File: config.mk
export PLATFORM = sky130hd
export DESIGN_NAME = traffic_light_phase_controller
export DESIGN_NICKNAME = d
export VERILOG_FILES = /design/src/hw/rtl/tlpc_pkg.sv /design/src/hw/rtl/tlpc_cfg_regs.sv /design/src/hw/rtl/tlpc_step.sv /design/src/hw/rtl/traffic_light_phase_controller.sv
export SDC_FILE = /design/constraint.sdc
export NUM_CORES = 1
export LEC_CHECK = 0
export ABC_AREA = 1
export ABC_CLOCK_PERIOD_IN_PS = 3500
export BUFFER_PORTS_ARGS = -buffer_cell sky130_fd_sc_hd__clkbuf_2
export CAP_MARGIN = 20
export CORE_MARGIN = 2
export CORE_UTILIZATION = 50
export DETAILED_ROUTE_END_ITERATION = 10
export PLACE_DENSITY = 0.71
export SLEW_MARGIN = 20
export SYNTH_ARGS = -nofsm -noshare
export SYNTH_HDL_FRONTEND = slang
export SYNTH_SLANG_ARGS = --single-unit
File: constraint.sdc
create_clock -name clk -period 3.5 [get_ports clk]
set_input_delay 0.7 -clock clk [delete_from_list [all_inputs] [get_ports clk]]
set_output_delay 0.7 -clock clk [all_outputs]
set_load 0.1 [all_outputs]
File: src/hw/rtl/tlpc_pkg.sv
`timescale 1ns / 1ps

package tlpc_pkg;

  localparam int unsigned DUR_W    = 8;
  localparam int unsigned COUNT_W  = 8;
  localparam int unsigned FUNC_W   = 3;
  localparam int unsigned CFG_IDX_W = 2;

  localparam logic [DUR_W-1:0]   GREEN_RESET  = DUR_W'(30);
  localparam logic [DUR_W-1:0]   YELLOW_RESET = DUR_W'(5);
  localparam logic [DUR_W-1:0]   RED_RESET    = DUR_W'(30);
  localparam logic [COUNT_W-1:0] ALERT_LIMIT  = COUNT_W'(2);

  // register map
  localparam logic [CFG_IDX_W-1:0] REG_GREEN  = CFG_IDX_W'(0);
  localparam logic [CFG_IDX_W-1:0] REG_YELLOW = CFG_IDX_W'(1);
  localparam logic [CFG_IDX_W-1:0] REG_RED    = CFG_IDX_W'(2);

  typedef enum logic [FUNC_W-1:0] {
    FUNC_TICK       = 3'd0,
    FUNC_ACTIVATE   = 3'd1,
    FUNC_DEACTIVATE = 3'd2,
    FUNC_EMERG_ON   = 3'd3,
    FUNC_EMERG_OFF  = 3'd4,
    FUNC_REPORT     = 3'd5
  } func_t;

  typedef enum logic [1:0] {
    LIGHT_RED    = 2'd0,
    LIGHT_YELLOW = 2'd1,
    LIGHT_GREEN  = 2'd2
  } light_t;

  typedef struct packed {
    logic [DUR_W-1:0] green;
    logic [DUR_W-1:0] yellow;
    logic [DUR_W-1:0] red;
  } durations_t;

  typedef struct packed {
    light_t           light;
    logic [DUR_W-1:0] ticks;
    logic             active;
    logic             emergency;
  } ctrl_state_t;

  typedef struct packed {
    light_t light;
    logic   enabled;
    logic   emergency;
    logic   alert;
    logic   accepted;
  } result_t;

endpackage

File: src/hw/rtl/tlpc_cfg_regs.sv
`timescale 1ns / 1ps

module tlpc_cfg_regs (
  input  logic                               clk,
  input  logic                               rst,
  input  logic                               cfg_we,
  input  logic [tlpc_pkg::CFG_IDX_W-1:0]     cfg_index,
  input  logic [tlpc_pkg::DUR_W-1:0]         cfg_wdata,
  output tlpc_pkg::durations_t               durations
);

  always_ff @(posedge clk) begin
    if (rst) begin
      durations.green  <= tlpc_pkg::GREEN_RESET;
      durations.yellow <= tlpc_pkg::YELLOW_RESET;
      durations.red    <= tlpc_pkg::RED_RESET;
    end else if (cfg_we) begin
      // index beyond the map is dropped
      if (cfg_index == tlpc_pkg::REG_GREEN) begin
        durations.green <= cfg_wdata;
      end
      if (cfg_index == tlpc_pkg::REG_YELLOW) begin
        durations.yellow <= cfg_wdata;
      end
      if (cfg_index == tlpc_pkg::REG_RED) begin
        durations.red <= cfg_wdata;
      end
    end
  end

endmodule

File: src/hw/rtl/tlpc_step.sv
`timescale 1ns / 1ps

module tlpc_step (
  input  tlpc_pkg::ctrl_state_t            state,
  input  tlpc_pkg::durations_t             durations,
  input  logic [tlpc_pkg::FUNC_W-1:0]      func,
  input  logic [tlpc_pkg::COUNT_W-1:0]     vehicle_count,
  output tlpc_pkg::ctrl_state_t            state_next,
  output tlpc_pkg::result_t                result
);

  logic [tlpc_pkg::DUR_W-1:0] dur_raw;
  logic [tlpc_pkg::DUR_W-1:0] dur;
  logic [tlpc_pkg::DUR_W:0]   ticks_inc;
  logic                       phase_done;
  logic                       alert;
  logic                       accepted;

  always_comb begin
    unique case (state.light)
      tlpc_pkg::LIGHT_GREEN:  dur_raw = durations.green;
      tlpc_pkg::LIGHT_YELLOW: dur_raw = durations.yellow;
      default:                dur_raw = durations.red;
    endcase
  end

  // zero duration behaves as a single tick
  assign dur        = (dur_raw == '0) ? tlpc_pkg::DUR_W'(1) : dur_raw;
  assign ticks_inc  = {1'b0, state.ticks} + (tlpc_pkg::DUR_W + 1)'(1);
  assign phase_done = ticks_inc >= {1'b0, dur};

  always_comb begin
    state_next = state;
    alert      = 1'b0;
    accepted   = 1'b1;
    case (tlpc_pkg::func_t'(func))
      tlpc_pkg::FUNC_TICK: begin
        if (state.active) begin
          if (state.emergency) begin
            state_next.light = (state.light == tlpc_pkg::LIGHT_YELLOW) ?
                               tlpc_pkg::LIGHT_RED : tlpc_pkg::LIGHT_YELLOW;
            state_next.ticks = '0;
          end else if (phase_done) begin
            unique case (state.light)
              tlpc_pkg::LIGHT_GREEN:  state_next.light = tlpc_pkg::LIGHT_YELLOW;
              tlpc_pkg::LIGHT_YELLOW: state_next.light = tlpc_pkg::LIGHT_RED;
              default:                state_next.light = tlpc_pkg::LIGHT_GREEN;
            endcase
            state_next.ticks = '0;
          end else begin
            state_next.ticks = ticks_inc[tlpc_pkg::DUR_W-1:0];
          end
        end
      end
      tlpc_pkg::FUNC_ACTIVATE: begin
        state_next.active    = 1'b1;
        state_next.emergency = 1'b0;
        state_next.light     = tlpc_pkg::LIGHT_GREEN;
        state_next.ticks     = '0;
      end
      tlpc_pkg::FUNC_DEACTIVATE: begin
        state_next.active = 1'b0;
      end
      tlpc_pkg::FUNC_EMERG_ON: begin
        state_next.emergency = 1'b1;
        state_next.light     = tlpc_pkg::LIGHT_YELLOW;
        state_next.ticks     = '0;
      end
      tlpc_pkg::FUNC_EMERG_OFF: begin
        state_next.emergency = 1'b0;
        state_next.light     = tlpc_pkg::LIGHT_GREEN;
        state_next.ticks     = '0;
      end
      tlpc_pkg::FUNC_REPORT: begin
        alert = (state.light == tlpc_pkg::LIGHT_RED) &&
                (vehicle_count > tlpc_pkg::ALERT_LIMIT);
      end
      default: begin
        accepted = 1'b0;
      end
    endcase
  end

  assign result.light     = state_next.light;
  assign result.enabled   = state_next.active;
  assign result.emergency = state_next.emergency;
  assign result.alert     = alert;
  assign result.accepted  = accepted;

endmodule

File: src/hw/rtl/traffic_light_phase_controller.sv
`timescale 1ns / 1ps
// An accepted input transaction reaches m_axis through the input register, then the
//   result register; an output stall holds it in the input register.
// Throughput: one transaction per cycle while the output is not stalled; the phase
//   update is a single compare-and-increment between the two registers.
// Reset (rst, synchronous): green, ticks 0, active, no emergency, durations 30/5/30.
module traffic_light_phase_controller (
  input  logic        clk,
  input  logic        rst,
  input  logic        cfg_we,
  input  logic [1:0]  cfg_index,
  input  logic [7:0]  cfg_wdata,
  input  logic        s_axis_tvalid,
  output logic        s_axis_tready,
  input  logic [7:0]  s_axis_tdata,   // [7:0] vehicle_count
  input  logic [2:0]  s_axis_tuser,   // [2:0] func
  output logic        m_axis_tvalid,
  input  logic        m_axis_tready,
  output logic [7:0]  m_axis_tdata    // [1:0] light, [2] enabled, [3] emergency,
                                      // [4] violation_alert, [5] accepted, [7:6] zero
);

  tlpc_pkg::durations_t  durations;
  tlpc_pkg::ctrl_state_t state;
  tlpc_pkg::ctrl_state_t state_next;
  tlpc_pkg::result_t     result;
  tlpc_pkg::result_t     out_res;

  logic                           in_valid;
  logic [tlpc_pkg::FUNC_W-1:0]    in_func;
  logic [tlpc_pkg::COUNT_W-1:0]   in_count;
  logic                           advance;

  tlpc_cfg_regs u_cfg (
    .clk       (clk),
    .rst       (rst),
    .cfg_we    (cfg_we),
    .cfg_index (cfg_index),
    .cfg_wdata (cfg_wdata),
    .durations (durations)
  );

  tlpc_step u_step (
    .state         (state),
    .durations     (durations),
    .func          (in_func),
    .vehicle_count (in_count),
    .state_next    (state_next),
    .result        (result)
  );

  assign advance       = in_valid && (!m_axis_tvalid || m_axis_tready);
  assign s_axis_tready = !in_valid || advance;

  always_ff @(posedge clk) begin
    if (rst) begin
      in_valid <= 1'b0;
    end else if (s_axis_tready) begin
      in_valid <= s_axis_tvalid;
    end
  end

  always_ff @(posedge clk) begin
    if (s_axis_tready && s_axis_tvalid) begin
      in_func  <= s_axis_tuser;
      in_count <= s_axis_tdata;
    end
  end

  always_ff @(posedge clk) begin
    if (rst) begin
      state.light     <= tlpc_pkg::LIGHT_GREEN;
      state.ticks     <= '0;
      state.active    <= 1'b1;
      state.emergency <= 1'b0;
    end else if (advance) begin
      state <= state_next;
    end
  end

  always_ff @(posedge clk) begin
    if (rst) begin
      m_axis_tvalid <= 1'b0;
    end else if (advance) begin
      m_axis_tvalid <= 1'b1;
    end else if (m_axis_tready) begin
      m_axis_tvalid <= 1'b0;
    end
  end

  always_ff @(posedge clk) begin
    if (advance) begin
      out_res <= result;
    end
  end

  assign m_axis_tdata = {2'b00, out_res.accepted, out_res.alert, out_res.emergency,
                         out_res.enabled, out_res.light};

endmodule

* After elaboration in Yosys (flattened, before gate mapping) *
Cells that the tools add are included.

word-level totals
  word-level logic and storage cells = 62
  input port bits = 26
  register bits = 55
  output and inout bits = 10

operators by class
  $add $sub $neg = 1
  order comparisons = 2
  mux-type cells = 14
  equal/unequal tests = 10
  reduce and logical (&&, ||, !) cells = 19

operators by type and width
  cell                                                           number
  case mux 10 bit (3 select lines)                               1
  two-way mux 10 bit                                             2
  two-way mux 8 bit                                              2
  case mux 8 bit (2 select lines)                                1
  adder 8 x 1 -> 9 bit, second input constant                    1
  >= comparator 9 x 8 -> 1 bit                                   1
  greater-than comparator 8 x 2 -> 1 bit, second input constant  1
  logical NOT 8 bit                                              1
  equality test 3 x 2 -> 1 bit, second input constant            2
  equality test 3 bit, second input constant                     2
  AND reduction 2 bit                                            3
  OR reduction 6 bit                                             1
  equality test 2 x 1 -> 1 bit, second input constant            2
  equality test 2 bit, second input constant                     2
  logical NOT 2 bit                                              2
  two-way mux 1 bit                                              4
  case mux 1 bit (2 select lines)                                2
  case mux 2 bit (2 select lines)                                1
  equality test 3 x 1 -> 1 bit, second input constant            1
  logical AND 1 bit                                              3
  logical NOT 3 bit                                              1
  AND reduction 3 bit                                            1
  nonzero test 3 bit                                             1
  logical NOT 1 bit                                              2
  5 further kinds                                                6

* Longest topological paths before layout *
Gate-level depths: netlist of the first run.

  word-level depth = 9
  gate-level depth with buffers = 24
  depth with buffers taken out = 23

* By module *
From an unflattened synthesis of the first run, not the netlist that was laid out.

second synthesis, totals
  cell total of the unflattened synthesis = 427
  area, all modules = 3158.0 um^2

modules (own cells, without submodules)
  module                          instances  area an instance (um^2)  cells each  seq. area each (um^2)
  traffic_light_phase_controller  1          1153.6                   106         790.8
  tlpc_cfg_regs                   1          1007.2                   138         480.5
  tlpc_step                       1          997.2                    183         0.0

* Worst setup path after synthesis of the first run *
OpenSTA, ideal clock, no wires.

  kind = reg2reg
  from = register m_axis_tvalid
  to = register in_count[0] in the netlist's numbering, enable pin
  arrival = 2.494 ns
  clock period less this slack = 2.788 ns
  data required time = 3.206 ns
  path slack = 0.712 ns
  path buffers = 0
  library setup time = 0.294 ns
  stages on the path, launching flop included = 4
  cell sequence = dfxtp_1 nand3_1 nand2_1 inv_1

on the way
  longest elaborated chain between the ends = 5

ends and longest elaborated chain
  what                     RTL line                              RTL
  from (decl)              traffic_light_phase_controller.sv:17  output logic m_axis_tvalid,
  from (signal assigned)   traffic_light_phase_controller.sv:83  m_axis_tvalid <= 1'b0;
  from (signal assigned)   traffic_light_phase_controller.sv:85  m_axis_tvalid <= 1'b1;
  from (signal assigned)   traffic_light_phase_controller.sv:87  m_axis_tvalid <= 1'b0;
  logical NOT 1 bit        traffic_light_phase_controller.sv:52  assign advance = in_valid && (!m_axis_tvalid || m_axis_tready);
  logical OR 1 bit         traffic_light_phase_controller.sv:52
  logical AND 1 bit        traffic_light_phase_controller.sv:52
  logical OR 1 bit         traffic_light_phase_controller.sv:53  assign s_axis_tready = !in_valid || advance;
  named net s_axis_tready  traffic_light_phase_controller.sv:14  output logic s_axis_tready,
  logical AND 1 bit        traffic_light_phase_controller.sv:64  if (s_axis_tready && s_axis_tvalid) begin
  to (signal assigned)     traffic_light_phase_controller.sv:66  in_count <= s_axis_tdata;
  to (decl)                traffic_light_phase_controller.sv:31  logic [tlpc_pkg::COUNT_W-1:0] in_count;

The timed path passes the listed nets, and every way through them passes these cells.
A chain may end at the register's enable or synchronous reset.

==> results of run 1 <==
[layout make-up]
cell class,count,area share
flip-flops and latches,55,0.433
multi-input cells,224,0.403
repair buffers,33,0.0562
inverters,33,0.0421
well taps,70,0.0298
clock buffers,7,0.0260
clock inverters,1,0.0102
[synth_stat cells, types with 2 or more instances]
cell / n / area, sq um
sky130_fd_sc_hd__o22ai_1: 2 / 12.5
sky130_fd_sc_hd__nand3_1: 19 / 95.1
sky130_fd_sc_hd__inv_2: 5 / 18.8
sky130_fd_sc_hd__xor2_1: 3 / 26.3
sky130_fd_sc_hd__ha_1: 12 / 150
sky130_fd_sc_hd__o2bb2ai_1: 5 / 43.8
sky130_fd_sc_hd__nand2_1: 77 / 289
sky130_fd_sc_hd__o21ai_0: 20 / 100
sky130_fd_sc_hd__nor2_2: 2 / 12.5
sky130_fd_sc_hd__edfxtp_1: 17 / 510
sky130_fd_sc_hd__buf_4: 2 / 15.0
sky130_fd_sc_hd__nand4_1: 2 / 12.5
sky130_fd_sc_hd__nor3_2: 2 / 20.0
sky130_fd_sc_hd__clkbuf_1: 5 / 18.8
sky130_fd_sc_hd__nand2_2: 3 / 18.8
sky130_fd_sc_hd__a21oi_1: 24 / 120
sky130_fd_sc_hd__dfxtp_1: 38 / 761
sky130_fd_sc_hd__a31oi_1: 2 / 12.5
sky130_fd_sc_hd__nor2_1: 37 / 139
sky130_fd_sc_hd__inv_1: 27 / 101
[power by group through the flow]
stage	Clock (mW)	Sequential, mW	Combinational, mW
global placement	0	0.721	0.202
finish	0.410	0.707	0.207
CTS	0.421	0.707	0.207
global route	0.446	0.710	0.231
detailed placement	0	0.721	0.206
floorplan	0	0.746	0.128
[registers in the layout, summed over array words and instances, names as in the netlist]
signal	cells
m_axis_tvalid	1
in_count	8
state	12
in_func	3
in_valid	1
m_axis_tdata	6
u_cfg.durations	24
[worst max-delay path by stage]
stage	from	end	slack, ns
2_1_floorplan	m_axis_tvalid	in_count[0]	0.71
3_3_place_gp	state[10]	m_axis_tdata[0]	0.64
3_5_place_dp	state[10]	m_axis_tdata[0]	0.54
4_1_cts	state[10]	m_axis_tdata[0]	0.51
5_1_grt	state[11]	m_axis_tdata[0]	0.20
6_report	state[10]	m_axis_tdata[0]	0.49
[worst register-to-register path, stage by stage, from the launching register on]
cell	delay (ns)
sky130_fd_sc_hd__dfxtp_1	0.41
sky130_fd_sc_hd__inv_1	0.10
sky130_fd_sc_hd__ha_1	0.46
sky130_fd_sc_hd__inv_2	0.14
sky130_fd_sc_hd__a221o_1	0.28
sky130_fd_sc_hd__o21ai_0	0.11
sky130_fd_sc_hd__nand4_1	0.11
sky130_fd_sc_hd__o22ai_1	0.14
sky130_fd_sc_hd__ha_1	0.25
sky130_fd_sc_hd__inv_1	0.05
sky130_fd_sc_hd__nand2_1	0.04
sky130_fd_sc_hd__nand2_1	0.05
sky130_fd_sc_hd__nand3_1	0.06
sky130_fd_sc_hd__nand2_1	0.06
sky130_fd_sc_hd__nand2_1	0.05
sky130_fd_sc_hd__nand2_1	0.08
sky130_fd_sc_hd__nand2_2	0.07
sky130_fd_sc_hd__nand2_1	0.07
sky130_fd_sc_hd__nand3_1	0.08
sky130_fd_sc_hd__nand2_1	0.09
sky130_fd_sc_hd__nand3_1	0.06
[through the flow]
step	worst slack, ns	utilization	total power [mW]
after CTS	0.509	0.579	1.33
final	0.493	0.579	1.32
after floorplan	0.712	-	0.874
after detailed placement	0.538	0.558	0.927
after global placement	0.639	0.558	0.922
after global routing	0.201	0.579	1.39
[cells by family after synthesis]
kind of cell,after synthesis,synth area share
and+or+nand+nor,149,0.253
adders and majority gates,12,0.0574
DFF,55,0.486
xor gates and xnor gates,4,0.0163
AOI/OAI and AO/OA,57,0.124
other,1,0.00143
buffers and inverters,41,0.0622
[layer usage]
layer,global-route usage,up-vias,part of all wire
met5,0,-,0
met4,0.0636,0,0.012
met3,0.0355,6,0.047
met2,0.305,48,0.46
met1,0.256,957,0.48
li1,-,1117,-
==> results.json, run 1 <==
{
  "power.switching_uw": 357,
  "layout.cell_area.non_filler_sq_um": 2940,
  "achievable-frequency_ghz": 0.333,
  "postSynthRegisterBits": 55,
  "worstMarginPinSlew_ns": 0.678,
  "ctsLongestPathBuffers": 2,
  "n_antenna_cell": 0,
  "p_per_area_nw_per_um2": 450,
  "setup_violations": 0,
  "synth_warn": 0,
  "critPathLaunchType": "flip-flop",
  "overall_via_count_from_detail_route": 2128,
  "placed_area_sq_um": 2830,
  "grt_start_max_net_pins": 26,
  "first_global_vias": 2023,
  "drc_errors": 0,
  "postRouteWirelength_um": 5170,
  "status": "finished clean",
  "place.detailed.instances": 415,
  "stdcell_count": 423,
  "ant_nets": 0,
  "timing.critical_path.slowest_cell_delay_ns": 0.46,
  "top_level_ports": 36,
  "finalHoldViolCount": 0,
  "grtUsageTotal": 0.189,
  "number_of_h_tree_levels": 2,
  "drv_slew": 0,
  "syn-cell-area_sq_um": 2620,
  "hpwlAfterDp_um": 3880,
  "cp-end-kind": "flip-flop",
  "synth-async-reset-ratio": 0,
  "reg2reg_depth": 20,
  "worstSetupPathType": "flip-flop to flip-flop",
  "numPortBuffers": 33,
  "clock_sinks": 55,
  "tritoncts": "built",
  "number_of_enable_flip_flop_cells_after_synthesis": 17,
  "routed_via_density": 5.03,
  "slew_headroom": 0.547,
  "critPathTopFamily": "simple AND/OR/NAND/NOR gates",
  "worstReg2RegStart": "state[10]",
  "leakagePower_nw": 1.36,
  "cp.arrival_ns": 3.06,
  "final_common_cell": "sky130_fd_sc_hd__nand2_1",
  "final.hold.worst_slack_ns": 0.474,
  "crit_buf_inv": 3,
  "power_report.internal_total_uw": 967,
  "cap_viol_max_count": 0,
  "cts_inserted_buffers": 5,
  "power_switching_share": 0.270,
  "most-common-layout-cells": "sky130_fd_sc_hd__nand2_1, sky130_fd_sc_hd__dfxtp_1, sky130_fd_sc_hd__nor2_1, sky130_fd_sc_hd__clkbuf_2, sky130_fd_sc_hd__inv_1",
  "synth_area_per_cell_sq_um": 8.20,
  "unrepaired_setup_endpoints_after_global_routing": "false",
  "ys_seq_area_frac": 0.486,
  "cp_cell_sequence": "inv_1, ha_1, inv_2, a221o_1, o21ai_0, nand4_1, o22ai_1, ha_1, inv_1, nand2_1, nand2_1, nand3_1, nand2_1, nand2_1, nand2_1, nand2_2, nand2_1, nand3_1, nand2_1, nand3_1",
  "power_frac_clock": 0.310,
  "area.sequential_sq_um": 1270,
  "cts_setup_buffers": 0,
  "start_util": 0.515,
  "hold_path.class": "flip-flop to flip-flop",
  "final_net_count": 390,
  "skew_ns": 0.00260,
  "die_h_um": 76.3,
  "cp_max_fo": 9,
  "overflow": 0,
  "worstSkewPairLatency_ns": 0.30,
  "area_growth_pct": 12.4,
  "hp-start": "state[5]",
  "fill_cells": 466,
  "number_of_antenna_violations_at_the_first_check_in_global_routing": 0,
  "cts-hold-fix-buffers": 0,
  "holdPathEnd": "state[5]",
  "avgRoutedWirePerCell_um": 12.2,
  "fp.dieArea_sq_um": 5820,
  "dominantRegCellSynth": "sky130_fd_sc_hd__dfxtp_1",
  "post_cts_resized": 0,
  "layout-drive-gt1-share": 0.161,
  "seqPwrFrac": 0.534,
  "die_width_um": 76.3,
  "drt-initial-drc-count": 121,
  "worst_ir_drop_vdd_mv": 0.290,
  "r2r-end": "m_axis_tdata[0]",
  "multi_input_area_sq_um": 1180,
  "synth_cell_types": 35,
  "timing.hold.worst_path_depth": 2,
  "timing.reg2reg.setup_slack_ns": 0.49,
  "comb_power_share": 0.156,
  "detail_route.first_pass.iterations": 4,
  "fin_crit_sh": 0.859,
  "synthesis.instances": 319,
  "gp_routability_congestion": 0.829,
  "core_region_area_sq_um": 5070,
  "final.setup.tns_ns": 0,
  "ctsRootBufferMaster": "sky130_fd_sc_hd__clkbuf_8",
  "critical_path_cell_count": 20,
  "first_pass_grt_wire_length_um": 9010,
  "fin_crit_ns": 3.01,
  "cts.reportedPaths.clkPinSlew_ns": 0.09,
  "row_count": 26,
  "cp_data_required_time_ns": 3.56,
  "crit_path_frequent_cell": "sky130_fd_sc_hd__nand2_1",
  "timing.critical_path.slowest_stage_cell": "sky130_fd_sc_hd__ha_1"
}
Power figures use the tool's default switching activity.
==> run 2, diff against run 1 <==
--- a/config.mk
+++ b/config.mk
@@ -9,7 +9,7 @@
 export ABC_CLOCK_PERIOD_IN_PS = 3500
 export BUFFER_PORTS_ARGS = -buffer_cell sky130_fd_sc_hd__clkbuf_2
 export CAP_MARGIN = 20
-export CORE_MARGIN = 2
+export CORE_MARGIN = 10
 export CORE_UTILIZATION = 50
 export DETAILED_ROUTE_END_ITERATION = 10
 export PLACE_DENSITY = 0.71
==> run 2 against run 1 <==
First-iteration DRC count fell by 16%; final cell count did not move; largest power group unchanged; critical path depth did not move; count of clock-buffer cells in the layout fell by 2; via count fell by 0.38%; power fell by 5.0%; design area fell by 0.60%; sequential cell count did not move; global-route usage fell by 6.0 points; sequential power barely moved; hold slack got worse by 0.0025 ns; die area rose by 46%; largest cell class unchanged.
==> results.json, run 2 (synthesis results as in run 1) <==
{
  "power_report.internal_total_uw": 892,
  "ctsLongestPathBuffers": 2,
  "critPathLaunchType": "flip-flop",
  "overflow": 0,
  "finalHoldViolCount": 0,
  "clock_sinks": 55,
  "cp-end-kind": "flip-flop",
  "drc_errors": 0,
  "setup_violations": 0,
  "grtUsageTotal": 0.129,
  "core_region_area_sq_um": 5070,
  "status": "finished clean",
  "reg2reg_depth": 20,
  "timing.critical_path.slowest_stage_cell": "sky130_fd_sc_hd__ha_1",
  "slew_headroom": 0.557,
  "cts_setup_buffers": 0,
  "postRouteWirelength_um": 5250,
  "overall_via_count_from_detail_route": 2120,
  "setup.worst_path.end": "m_axis_tdata[0]",
  "timing.reg2reg.setup_slack_ns": 0.50,
  "final_net_count": 390,
  "detail_route.first_pass.iterations": 4,
  "number_of_antenna_violations_at_the_first_check_in_global_routing": 0,
  "power.switching_uw": 366,
  "unrepaired_setup_endpoints_after_global_routing": "false",
  "drv_slew": 0,
  "hp-start": "state[5]",
  "hold_path.class": "flip-flop to flip-flop",
  "worst_ir_drop_vdd_mv": 0.239,
  "worstMarginPinSlew_ns": 0.664,
  "avgRoutedWirePerCell_um": 12.4,
  "area_growth_pct": 11.7,
  "skew_ns": 0.00953,
  "power_frac_clock": 0.277,
  "seqPwrFrac": 0.562,
  "largest_reg_flops": 24,
  "post_cts_resized": 0,
  "achievable-frequency_ghz": 0.333,
  "most-common-layout-cells": "sky130_fd_sc_hd__nand2_1, sky130_fd_sc_hd__dfxtp_1, sky130_fd_sc_hd__nor2_1, sky130_fd_sc_hd__clkbuf_2, sky130_fd_sc_hd__inv_1",
  "drt-initial-drc-count": 102,
  "first_pass_grt_wire_length_um": 9310,
  "first_global_vias": 2079,
  "numPortBuffers": 33,
  "final.hold.worst_slack_ns": 0.472,
  "tritoncts": "built",
  "cts.reportedPaths.clkPinSlew_ns": 0.10,
  "final.setup.tns_ns": 0,
  "cp_cell_sequence": "inv_1, ha_1, inv_2, a221o_1, o21ai_0, nand4_1, o22ai_1, ha_1, inv_1, nand2_1, nand2_1, nand3_1, nand2_1, nand2_1, nand2_1, nand2_2, nand2_1, nand3_1, nand2_1, nand3_1",
  "top_reg_by_flops": "u_cfg.durations",
  "design_power_total_mw": 1.26,
  "power_switching_share": 0.291,
  "final_common_cell": "sky130_fd_sc_hd__nand2_1",
  "fill_cells": 487,
  "cap_viol_max_count": 0,
  "place.detailed.instances": 415,
  "comb_power_share": 0.161,
  "start_util": 0.515,
  "worstSetupPathType": "flip-flop to flip-flop",
  "worstSkewPairLatency_ns": 0.31,
  "fp.dieArea_sq_um": 8520,
  "crit_start": "state[10]",
  "cp_max_fo": 9,
  "row_count": 26,
  "routed_via_density": 5.01,
  "top_level_ports": 36,
  "die_h_um": 92.3,
  "fin_crit_sh": 0.857,
  "leakagePower_nw": 1.35,
  "gp_routability_congestion": 0.839,
  "r2r-end": "m_axis_tdata[0]",
  "layout-drive-gt1-share": 0.164,
  "cts-hold-fix-buffers": 0,
  "ant_nets": 0,
  "stdcell_count": 423,
  "worstReg2RegStart": "state[10]",
  "fin_crit_ns": 3.00,
  "die_width_um": 92.3,
  "ctsRootBufferMaster": "sky130_fd_sc_hd__clkbuf_8",
  "cts_inserted_buffers": 5,
  "grt_start_max_net_pins": 26,
  "number_of_h_tree_levels": 2,
  "p_per_area_nw_per_um2": 430,
  "n_antenna_cell": 0,
  "cp.arrival_ns": 3.06,
  "hpwlAfterDp_um": 4030,
  "crit_path_frequent_cell": "sky130_fd_sc_hd__nand2_1",
  "top_flop_regs": "u_cfg.durations (24), state (12), in_count (8)",
  "timing.critical_path.slowest_cell_delay_ns": 0.46,
  "cp_data_required_time_ns": 3.56
}
## run 2: area by class of cell
class,count,area (sq um),share of cell area
clock buffers,5,68.8,0.0236
clock inverters,3,20.0,0.00685
inverters,33,124,0.0424
multi-input cells,224,1180,0.406
flip-flops and latches,55,1270,0.435
well taps,70,87.6,0.0300
repair buffers,33,165,0.0565
## run 2: critical path, delay by kind of cell, from the launching register on
| family | cells | cell delay, ns |
|---|---|---|
| compound gates | 3 | 0.51 |
| fa+ha+maj | 2 | 0.70 |
| buf+inv | 3 | 0.28 |
| flops | 1 | 0.43 |
| simple gates | 12 | 0.80 |
## run 2: routing by layer
metal,track usage,routed length [um],up-vias
met5,0,0,-
met4,0.0386,64,0
met3,0.0387,267,7
met2,0.202,2370,38
met1,0.169,2540,949
li1,-,-,1126
## run 2: worst min path at each step
stage | depth (start not counted) | slack (ns) | to
after floorplan | 2 | 0.42 | u_cfg.durations[1]
after global placement | 2 | 0.45 | u_cfg.durations[4]
after detailed placement | 2 | 0.45 | u_cfg.durations[2]
after CTS | 2 | 0.47 | state[5]
after global routing | 2 | 0.50 | u_cfg.durations[1]
final | 2 | 0.47 | state[5]
## run 2: per-stage QoR
step	setup WS, ns	utilization	instance area (sq um)
floorplan	0.712	-	2620
global placement	0.641	0.558	2830
detailed placement	0.539	0.558	2830
CTS	0.497	0.576	2920
global route	0.192	0.576	2920
finish	0.501	0.576	2920
## run 2: power by group through the flow
stage	clock, mW	combinational (mW)	sequential [mW]
after floorplan	0	0.128	0.746
after detailed placement	0	0.203	0.721
after global placement	0	0.201	0.721
after CTS	0.361	0.204	0.707
final	0.348	0.202	0.707
after global routing	0.385	0.230	0.711
==> run 3, diff against run 2 <==
--- a/config.mk
+++ b/config.mk
@@ -6,7 +6,7 @@
 export NUM_CORES = 1
 export LEC_CHECK = 0
 export ABC_AREA = 1
-export ABC_CLOCK_PERIOD_IN_PS = 3500
+export ABC_CLOCK_PERIOD_IN_PS = 3300
 export BUFFER_PORTS_ARGS = -buffer_cell sky130_fd_sc_hd__clkbuf_2
 export CAP_MARGIN = 20
 export CORE_MARGIN = 10
==> constraint.sdc (replaced) <==
create_clock -name clk -period 3.3 [get_ports clk]
set_input_delay 0.66 -clock clk [delete_from_list [all_inputs] [get_ports clk]]
set_output_delay 0.66 -clock clk [all_outputs]
set_load 0.1 [all_outputs]
==> run 3 against run 2 <==
Combinational power grew 7%; global-route usage grew 0.28 points; fmax grew 3.3%; critical path depth is the same; via count grew 0.19%; sequential share of layout area is essentially flat; sequential power grew 6.1%; hold slack lost 0.0011 ns; clock power grew 9.8%; critical path type unchanged; largest cell class unchanged; largest power group unchanged.
==> results.json, run 3 (synthesis results as in run 1) <==
{
  "most-common-layout-cells": "sky130_fd_sc_hd__nand2_1, sky130_fd_sc_hd__dfxtp_1, sky130_fd_sc_hd__nor2_1, sky130_fd_sc_hd__clkbuf_2, sky130_fd_sc_hd__inv_1",
  "tritoncts": "built",
  "overall_via_count_from_detail_route": 2124,
  "top_level_ports": 36,
  "number_of_h_tree_levels": 2,
  "hold_path.class": "flip-flop to flip-flop",
  "numPortBuffers": 33,
  "final.setup.worst_slack_ns": 0.397,
  "fin_crit_ns": 2.90,
  "drc_errors": 0,
  "cts_setup_buffers": 0,
  "p_per_area_nw_per_um2": 461,
  "cp-end-kind": "flip-flop",
  "n_antenna_cell": 0,
  "top_reg_by_flops": "u_cfg.durations",
  "achievable-frequency_ghz": 0.345,
  "place_worst_setup_slack_ns": 0.337,
  "die_width_um": 92.3,
  "core_region_area_sq_um": 5070,
  "row_count": 26,
  "ant_nets": 0,
  "setup_violations": 0,
  "cp.arrival_ns": 2.97,
  "finalHoldViolCount": 0,
  "top_flop_regs": "u_cfg.durations (24), state (12), in_count (8)",
  "final.setup.tns_ns": 0,
  "routed_via_density": 5.02,
  "cap_viol_max_count": 0,
  "final_net_count": 390,
  "gp_routability_congestion": 0.839,
  "slew_headroom": 0.556,
  "skew_ns": 0.0100,
  "clock_sinks": 55,
  "worst_ir_drop_vdd_mv": 0.334,
  "largest_reg_flops": 24,
  "avgRoutedWirePerCell_um": 12.6,
  "start_util": 0.515,
  "overflow": 0,
  "final_common_cell": "sky130_fd_sc_hd__nand2_1",
  "critPathLaunchType": "flip-flop",
  "worstMarginPinSlew_ns": 0.665,
  "worstSetupPathType": "flip-flop to flip-flop",
  "area_growth_pct": 11.8,
  "worstSkewPairLatency_ns": 0.32,
  "ctsRootBufferMaster": "sky130_fd_sc_hd__clkbuf_8",
  "fp.dieArea_sq_um": 8520,
  "status": "finished clean",
  "cp_max_fo": 9,
  "first_global_vias": 2077,
  "hpwlAfterDp_um": 4010,
  "cts.reportedPaths.clkPinSlew_ns": 0.10,
  "timing.reg2reg.setup_slack_ns": 0.40,
  "final_core_util": 0.576,
  "grt_start_max_net_pins": 26,
  "drv_slew": 0,
  "unrepaired_setup_endpoints_after_global_routing": "false",
  "number_of_antenna_violations_at_the_first_check_in_global_routing": 0,
  "first_pass_grt_wire_length_um": 9480,
  "fill_cells": 501,
  "postRouteWirelength_um": 5340,
  "detail_route.first_pass.iterations": 4,
  "grtUsageTotal": 0.132,
  "layout-drive-gt1-share": 0.167,
  "die_h_um": 92.3,
  "cp_data_required_time_ns": 3.37,
  "ctsLongestPathBuffers": 2,
  "leakagePower_nw": 1.35,
  "fin_crit_sh": 0.880,
  "cts_inserted_buffers": 5,
  "drt-initial-drc-count": 83
}
run 3: cell counts in the layout (fill, tap and decap cells not counted):
No cell type changed its count.
run 3: path summary, 6_finish.rpt:
check	startpoint	end	cells past startpoint
max	state[10]	m_axis_tdata[0]	20
min	state[5]	state[5]	2
max reg2reg	state[10]	m_axis_tdata[0]	20
min reg2reg	state[5]	state[5]	2
run 3: final cells by class:
class / count / area [sq um] / area share
sequential: 55 / 1270 / 0.435
clock inverter: 3 / 20.0 / 0.00685
inverter: 33 / 124 / 0.0424
timing repair buffer: 33 / 165 / 0.0565
tap: 70 / 87.6 / 0.0300
clock buffer: 5 / 68.8 / 0.0235
multi-input combinational: 224 / 1190 / 0.406
run 3: power breakdown:
part	switching, mW	internal, mW
Sequential	0.0186	0.731
Clock	0.233	0.149
Combinational	0.149	0.0674
run 3: worst max-delay path, cell delays in order, from the launching register on:
cell	delay, ns
sky130_fd_sc_hd__dfxtp_1	0.42
sky130_fd_sc_hd__inv_1	0.10
sky130_fd_sc_hd__ha_2	0.42
sky130_fd_sc_hd__inv_2	0.10
sky130_fd_sc_hd__a221o_1	0.26
sky130_fd_sc_hd__o21ai_0	0.11
sky130_fd_sc_hd__nand4_1	0.12
sky130_fd_sc_hd__o22ai_1	0.13
sky130_fd_sc_hd__ha_1	0.25
sky130_fd_sc_hd__inv_1	0.05
sky130_fd_sc_hd__nand2_1	0.04
sky130_fd_sc_hd__nand2_1	0.05
sky130_fd_sc_hd__nand3_1	0.06
sky130_fd_sc_hd__nand2_1	0.06
sky130_fd_sc_hd__nand2_1	0.04
sky130_fd_sc_hd__nand2_1	0.08
sky130_fd_sc_hd__nand2_2	0.07
sky130_fd_sc_hd__nand2_1	0.07
sky130_fd_sc_hd__nand3_1	0.06
sky130_fd_sc_hd__nand2_1	0.08
sky130_fd_sc_hd__nand3_1	0.07
run 3: repair_timing:
action,CTS,global route
endpoints found under the setup margin,0,2
gates resized for setup,0,1
hold buffers,0,0
run 3: routing by layer:
| metal | vias to the layer above | routed length (um) | global-route usage | part of all wire |
|---|---|---|---|---|
| met1 | 951 | 2630 | 0.172 | 0.49 |
| met5 | - | 0 | 0 | 0 |
| met3 | 7 | 247 | 0.0387 | 0.046 |
| li1 | 1128 | - | - | - |
| met4 | 0 | 78 | 0.0476 | 0.015 |
| met2 | 38 | 2380 | 0.203 | 0.45 |
run 3: per-stage QoR:
stage	hold WS [ns]	cell area, sq um	instances	power [mW]
6_report	0.470	2920	423	1.35
3_3_place_gp	0.451	2830	415	0.978
2_1_floorplan	0.424	2620	320	0.927
5_1_grt	0.500	2920	423	1.41
4_1_cts	0.472	2920	423	1.35
3_5_place_dp	0.451	2830	415	0.981
